$ cat config.mk
export PLATFORM = sky130hd
export DESIGN_NAME = aie_ctrl
export DESIGN_NICKNAME = d
export VERILOG_FILES = /design/src/design/aie_pkg.sv /design/src/design/aie_ctrl.sv
export SDC_FILE = /design/constraint.sdc
export NUM_CORES = 1
export LEC_CHECK = 0
export BUFFER_PORTS_ARGS = -buffer_cell sky130_fd_sc_hd__buf_2
export CORE_AREA = 4 4 41 43
export DETAILED_ROUTE_END_ITERATION = 10
export DIE_AREA = 0 0 45 47
export PLACE_DENSITY = 0.69
export SLEW_MARGIN = 20
export SYNTH_ARGS = -nofsm -noshare
export SYNTH_HDL_FRONTEND = slang
export SYNTH_SLANG_ARGS = --single-unit
$ cat constraint.sdc
create_clock -name clk -period 1.4 [get_ports clk]
set_input_delay 0.07 -clock clk [delete_from_list [all_inputs] [get_ports clk]]
set_output_delay 0.07 -clock clk [all_outputs]
set_load 0.01 [all_outputs]
$ cat src/design/aie_pkg.sv
// shared types and encoding constants for the integer alu execute block
package aie_pkg;

	// major opcode groups, taken from instruction bits 28..23 / 28..24 / 28..21
	localparam logic [5:0] GRP_ADD_IMM = 6'h22;
	localparam logic [5:0] GRP_LOG_IMM = 6'h24;
	localparam logic [5:0] GRP_MOV_WIDE = 6'h25;
	localparam logic [5:0] GRP_BITFIELD = 6'h26;
	localparam logic [5:0] GRP_EXTRACT = 6'h27;
	localparam logic [4:0] GRP_LOG_REG = 5'h0A;
	localparam logic [4:0] GRP_ADD_REG = 5'h0B;
	localparam logic [7:0] GRP_CARRY = 8'hD0;
	localparam logic [7:0] GRP_DATA_PROC = 8'hD6;

	// data-processing sub-opcodes (bits 15..10)
	localparam logic [5:0] DP2_UDIV = 6'b000010;
	localparam logic [5:0] DP2_SDIV = 6'b000011;
	localparam logic [3:0] DP2_SHIFT = 4'b0010;
	localparam logic [5:0] DP1_RBIT = 6'b000000;
	localparam logic [5:0] DP1_REV16 = 6'b000001;
	localparam logic [5:0] DP1_REV32 = 6'b000010;
	localparam logic [5:0] DP1_REV64 = 6'b000011;
	localparam logic [5:0] DP1_CLZ = 6'b000100;
	localparam logic [5:0] DP1_CLS = 6'b000101;

	// logical opc values
	localparam logic [1:0] LOP_AND = 2'd0;
	localparam logic [1:0] LOP_ORR = 2'd1;
	localparam logic [1:0] LOP_EOR = 2'd2;
	localparam logic [1:0] LOP_ANDS = 2'd3;

	// move wide opc values
	localparam logic [1:0] MOV_N = 2'd0;
	localparam logic [1:0] MOV_Z = 2'd2;
	localparam logic [1:0] MOV_K = 2'd3;

	// bitfield opc values
	localparam logic [1:0] BF_SBFM = 2'd0;
	localparam logic [1:0] BF_BFM = 2'd1;

	// shift types
	localparam logic [1:0] SH_LSL = 2'd0;
	localparam logic [1:0] SH_LSR = 2'd1;
	localparam logic [1:0] SH_ASR = 2'd2;
	localparam logic [1:0] SH_ROR = 2'd3;

	localparam logic [4:0] ZERO_REG = 5'd31;

	typedef enum logic {
		ITER_DIV,
		ITER_CNT
	} iter_mode_t;

	// controller to datapath
	typedef struct packed {
		logic ld_instr;
		logic rd_a;
		logic rd_b;
		logic prep;
		logic iter_start;
		logic exec;
		logic commit;
	} cmd_t;

	// datapath to controller
	typedef struct packed {
		logic is_iter;
		logic iter_done;
		logic out_free;
	} sts_t;

endpackage

$ cat src/design/aie_ctrl.sv
// sequencing state machine for the execute block
module aie_ctrl (
	input  logic          clk,
	input  logic          arst_n,
	input  logic          in_valid,
	output logic          in_ready,
	input  aie_pkg::sts_t sts,
	output aie_pkg::cmd_t cmd
);

	typedef enum logic [6:0] {
		S_IDLE = 7'b0000001,
		S_RDA  = 7'b0000010,
		S_RDB  = 7'b0000100,
		S_PREP = 7'b0001000,
		S_ITER = 7'b0010000,
		S_EXEC = 7'b0100000,
		S_WB   = 7'b1000000
	} state_t;

	state_t state_q;
	state_t state_nx;

	// next state and commands
	always_comb begin
		state_nx = state_q;
		cmd = '0;
		in_ready = 1'b0;
		case (state_q)
			S_IDLE: begin
				in_ready = 1'b1;
				if (in_valid) begin
					cmd.ld_instr = 1'b1;
					state_nx = S_RDA;
				end
			end
			S_RDA: begin
				cmd.rd_a = 1'b1;
				state_nx = S_RDB;
			end
			S_RDB: begin
				cmd.rd_b = 1'b1;
				state_nx = S_PREP;
			end
			S_PREP: begin
				cmd.prep = 1'b1;
				if (sts.is_iter) begin
					cmd.iter_start = 1'b1;
					state_nx = S_ITER;
				end else begin
					state_nx = S_EXEC;
				end
			end
			S_ITER: begin
				if (sts.iter_done) begin
					state_nx = S_EXEC;
				end
			end
			S_EXEC: begin
				cmd.exec = 1'b1;
				state_nx = S_WB;
			end
			S_WB: begin
				if (sts.out_free) begin
					cmd.commit = 1'b1;
					state_nx = S_IDLE;
				end
			end
			default: begin
				state_nx = S_IDLE;
			end
		endcase
	end

	// state register
	always_ff @(posedge clk or negedge arst_n) begin
		if (!arst_n) begin
			state_q <= S_IDLE;
		end else begin
			state_q <= state_nx;
		end
	end

endmodule

==> reports/qor.yml, run 1 <==
synthesis.area_um2: 453
grt_usage_pct: 12.7
yosysUniqueCellTypes: 28
rows: 13
synth_nets: 50
yosysSeqAreaShare_pct: 39.0
tns_ns: -0.737
core_um2: 1300
first_global_vias: 394
viasPerCell: 5.15
reg.largest.list: "state_q (7)"
ys_seq_elements: 7
rsz0062_at_grt: "yes"
wire_per_inst_um: 14.6
synth-simple-area-share_pct: 43.6
die_area_um2: 2120
synth_compound_area_share_pct: 8.01
post-place-ws_ns: 0.0343
syn2layout_area_growth_pct: 63.5
period_share_pct: 115
power.leakage_nw: 0.323
fin_worst_skew_ns: 0.00804
antenna_found_initial: 0
irDropWorstVdd_mv: 1.15
die_h_um: 47
gp_congestion: 0.718
dr.first_iter.drc_count: 4
status: "finished, violations left"
muxShareOfSynthArea_pct: 2.49
finalHoldViolations: 0
cp.arrival_ns: 1.54
critPathMaxFanout: 6
yosysWarningCount: 0
totalWireLength_um: 1240
via_count: 438
min_path_type: "input port to register"
drc: 0
grt_max_degree: 9
p_total_w: 0.00110
tightestPinTransition_ns: 0.356
synth-xor-area-share_pct: 3.87
dr.pass1.iters: 3
initial_utilization_pct: 34.8
top_register: "state_q"
insertion_delay_ns: 0.26
syn_avg_cell_area_um2: 10.3
antenna_cells: 0
cts-root-buf: "clkbuf_4"
syn_inst: 44
post-route-worst-setup-slack_ns: -0.206
layout.nets: 77
fmax_mhz: 623
worstPathRequired_ns: 1.33
finalMaxSlewViolations: 0
violations: "negative setup slack"
endpoint_kind: "output pin"
htreeDepth: 1
drive_above_1_share_pct: 64.3
cts_buffers: 3
synthAdderAreaFrac_pct: 0
max_slew_margin_pct: 76.0
drtAntennaViolNets: 0
fin_crit_ns: 1.61
cts_tree: "yes"
io_pins: 14
max-clock-path-buffers: 2
finalSetupViolCount: 8
grt_first_pass_wirelength_um: 1860
die_width_um: 45
grt-ovfl-total: 0
clock_sinks: 7
port_buffers: 13
cts.reportedPaths.clkPinSlew_ns: 0.06
synth_top_family_by_area: "simple AND/OR/NAND/NOR gates"
largest_register_ffs: 7
maxCapViolations: 0
path_class: "register to output pin"
dp_hpwl_um: 744
critPathLaunchType: "register"
pwr_density_cell_nw_per_um2: 1490
-- report_power, final --
group	internal (W)	total, W	switching (W)
clock network	0.000109	0.000189	0.0000799
logic	0.000329	0.000573	0.000244
registers	0.000259	0.000338	0.0000789
-- cells in the final DEF (no fill, tap or decap), drive strengths merged --
cell         instances
or3                  1
dlygate4sd3          2
and3                 3
o32ai                1
nand2b               3
buf                 22
o21bai               1
dfstp                1
and2                 3
nor4                 1
or2b                 1
nor3                 5
inv                  1
nor2                 1
dfrtp                6
nor3b                1
mux2                 1
nor4b                3
nand2                2
xnor2                2
o22ai                1
and4b                2
clkbuf               4
o31a                 1
a21oi                1
-- critical path, stage by stage, from the launching register on --
cell,delay (ns)
dfrtp_2,0.44
nor3_4,0.24
nand2b_4,0.11
nor4_1,0.29
buf_2,0.20
-- Yosys cell counts --
cell type / count / share of area (%)
and3_1: 2 / 2.8
and2_1: 2 / 2.8
nor4b_1: 3 / 5.8
clkbuf_2: 2 / 2.2
dfstp_2: 1 / 5.8
nor4_1: 1 / 1.4
o21bai_1: 1 / 1.7
or3_1: 1 / 1.4
mux2_2: 1 / 2.5
dfrtp_1: 6 / 33
and4b_1: 2 / 4.4
nor3b_2: 1 / 2.8
or2b_1: 1 / 1.7
xnor2_1: 2 / 3.9
nand2_1: 2 / 1.7
nor3_4: 1 / 3.6
a21oi_1: 1 / 1.1
nor3_1: 3 / 3.3
nand2b_2: 1 / 1.9
nand2b_1: 2 / 2.8
o32ai_1: 1 / 1.9
o22ai_1: 1 / 1.4
and3_4: 1 / 2.5
and2_4: 1 / 1.9
nor3_2: 1 / 2.2
inv_1: 1 / 0.83
nor2_1: 1 / 0.83
o31a_1: 1 / 1.9
-- what timing repair did --
item / 4_1_cts / 5_1_grt
hold buffers: 2 / 0
setup buffers: 5 / 2
pin swaps: 4 / 3
endpoints found under the hold margin: 8 / 0
gates cloned: 0 / 0
endpoints found under the setup margin: 7 / 11
gates resized for setup: 10 / 12
-- layout make-up --
class                      instances  area (µm²)
multi-input combinational         34         327
fill                             121         561
timing repair buffer              24         183
clock buffer                       4        26.3
sequential                         7         183
inverter                           1        3.75
tap                               15        18.8
-- kinds of logic (layout without fill, tap and decap cells) --
kind of cell / Yosys count / count (layout)
AND/OR/NAND/NOR: 26 / 26
buffers and inverters: 3 / 29
multiplexers: 1 / 1
AO/OA/AOI/OAI: 5 / 5
flip-flops: 7 / 7
XOR/XNOR: 2 / 2
-- per-stage QoR --
| step | hold WS, ns | cells | area [µm²] | util, % |
|---|---|---|---|---|
| after floorplan | -0.226 | 44 | 453 | - |
| after global placement | -0.0835 | 72 | 542 | 41.6 |
| after detailed placement | -0.0861 | 72 | 542 | 41.6 |
| after CTS | 0.0128 | 83 | 671 | 51.5 |
| after global routing | 0.0262 | 85 | 741 | 56.9 |
| final | 0.00427 | 85 | 741 | 56.9 |
-- final timing paths --
check / start / endpoint / slack [ns] / depth (start not counted)
min in group asynchronous: arst_n / state_q[5] / 0.18 / 2
worst min-delay path: sts[1] / state_q[4] / 0.004 / 2
worst min register to register: state_q[4] / state_q[6] / 0.64 / 2
worst max register to register: state_q[4] / state_q[0] / 0.02 / 5
max in group asynchronous: arst_n / state_q[0] / 0.98 / 2
worst max-delay path: state_q[1] / cmd[0] / -0.21 / 4
-- routing by layer --
metal	GRT usage, %	vias to the layer above	part of all wire (%)
met5	0	-	0
met4	7.02	0	3.9
met3	3.45	6	6.8
met2	17.8	14	49
met1	17.5	200	41
li1	-	218	-
Power figures use the tool's default switching activity.
==> run 2: changes to the inputs <==
--- a/config.mk
+++ b/config.mk
@@ -9,7 +9,6 @@
 export CORE_AREA = 4 4 41 43
 export DETAILED_ROUTE_END_ITERATION = 10
 export DIE_AREA = 0 0 45 47
-export PLACE_DENSITY = 0.69
 export SLEW_MARGIN = 20
 export SYNTH_ARGS = -nofsm -noshare
 export SYNTH_HDL_FRONTEND = slang
==> reports/qor.yml, run 2 (same netlist as run 1, synthesis figures left out) <==
post-route-worst-setup-slack_ns: -0.108  # +0.0981 ns
grt-ovfl-total: 0  # unchanged
reg2reg_depth: 5  # unchanged
cts_buffers: 3  # unchanged
fin_worst_skew_ns: 0.000585  # -0.00745 ns
critPathLaunchType: "register"
initial_utilization_pct: 34.8  # unchanged
period_share_pct: 108  # -7.0 points
dp_hpwl_um: 718  # -3.5%
syn2layout_area_growth_pct: 60.8
tns_ns: -0.417  # +0.320 ns
dr.pass1.iters: 2  # -1
hold_ws_ns: 0.0279  # +0.0236 ns
top_register: "state_q"
wire_per_inst_um: 13.0  # -11%
power.leakage_nw: 0.327  # +1.3%
critPathMaxFanout: 4  # -2
gp_congestion: 0.694  # -3.3%
antenna_found_initial: 0  # unchanged
layout.nets: 78  # +1.3%
dr.first_iter.drc_count: 8  # +4
tightestPinTransition_ns: 0.337  # -0.0195 ns
min_path_type: "input port to register"
io_pins: 14  # unchanged
multiInputGateArea_um2: 315  # -3.4%
seq_area_um2: 181  # -0.68%
drc: 0  # unchanged
first_global_vias: 426  # +8.1%
finalMaxSlewViolations: 0  # unchanged
drtAntennaViolNets: 0  # unchanged
cts-root-buf: "clkbuf_4"
cts_tree: "yes"
die_h_um: 47  # unchanged
insertion_delay_ns: 0.25  # about the same
whs_path_depth: 2  # unchanged
final_common_cell: "buf_2"
max-clock-path-buffers: 2  # unchanged
via_count: 430  # -1.8%
clock_sinks: 7  # unchanged
fmax_mhz: 663  # +6.5%
min_from: "sts[1]"
finalSetupViolCount: 8  # unchanged
timing.rr.start: "state_q[0]"
maxCapViolations: 0  # unchanged
rows: 13  # unchanged
rsz0062_at_grt: "yes"
violations: "negative setup slack"
pwr_density_cell_nw_per_um2: 1540  # +3.8%
max_slew_margin_pct: 77.5  # +1.5 points
nFillCells: 125  # +3.3%
die_width_um: 45  # unchanged
antenna_cells: 0  # unchanged
mostFrequentLayoutCells: "buf_2, buf_4, buf_6, dfrtp_2"
grt_first_pass_wirelength_um: 1840  # -1.1%
port_buffers: 13  # unchanged
endpoint_kind: "output pin"
cts.reportedPaths.clkPinSlew_ns: 0.05  # about the same
viasPerCell: 5.00  # -3.0%
status: "finished, violations left"
htreeDepth: 1  # unchanged
die_area_um2: 2120  # unchanged
core_um2: 1300  # unchanged
worstPathRequired_ns: 1.33  # about the same
grt_usage_pct: 12.4  # -0.33 points
path_class: "register to output pin"
drive_above_1_share_pct: 60.6  # -3.7 points
cp.arrival_ns: 1.44  # -0.10 ns
crit_start: "state_q[0]"
reg.largest.list: "state_q (7)"
largest_register_ffs: 7  # unchanged
irDropWorstVdd_mv: 0.865  # -25%
grt_max_degree: 9  # unchanged
totalWireLength_um: 1120  # -10%
finalHoldViolations: 0  # unchanged
fin_crit_ns: 1.51  # -0.0981 ns
run 2: cell count changes in the layout (fill, tap and decap cells not counted), sizes merged:
cell  before  now
buf       22   23
run 2: what timing repair did:
| item | in CTS | in global routing |
|---|---|---|
| resized for setup | 12 | 4 |
| hold endpoints to repair | 8 | 0 |
| buffers inserted | 6 | 1 |
| pin swaps | 6 | 0 |
| hold buffers | 2 | 0 |
| setup endpoints to repair | 7 | 11 |
run 2: worst paths after layout:
path	end	slack (ns)
setup / recovery	cmd[6]	-0.11
hold / removal	state_q[4]	0.03
setup reg to reg	state_q[0]	0
hold reg to reg	state_q[6]	0.63
max in group asynchronous	state_q[0]	0.99
min in group asynchronous	state_q[5]	0.18
run 2: per-stage QoR:
step	area, µm²	total power, W	util [%]	cells	setup slack [ns]
detailed placement	549	0.000687	42.2	73	0.0311
finish	728	0.00112	56.0	86	-0.108
CTS	704	0.00110	54.1	85	-0.0993
global placement	549	0.000681	42.2	73	0.0618
floorplan	453	0.000555	-	44	0.0704
global route	728	0.00120	56.0	86	-0.167
run 2: routing by layer:
layer	track usage (%)	up-vias	routed length (µm)
li1	-	216	-
met1	15.4	202	478
met2	20.1	10	586
met3	2.30	2	41
met4	7.02	0	8
met5	0	-	0
run 2: report_power, final:
part | switching (W) | internal [W] | total, W
sequential | 0.0000833 | 0.000259 | 0.000343
clock | 0.0000798 | 0.000109 | 0.000189
combinational | 0.000235 | 0.000357 | 0.000592
run 2: layout make-up:
type	count	area share, %
multi-input cells	34	43.3
repair buffers	25	25.1
inverters	1	0.515
well taps	15	2.58
flip-flops and latches	7	24.9
clock buffers	4	3.61
run 2: worst max-delay path: stages, from the launching register on:
cell,delay [ns]
dfstp_2,0.58
nor4b_4,0.19
buf_4,0.15
and3_4,0.17
buf_6,0.09
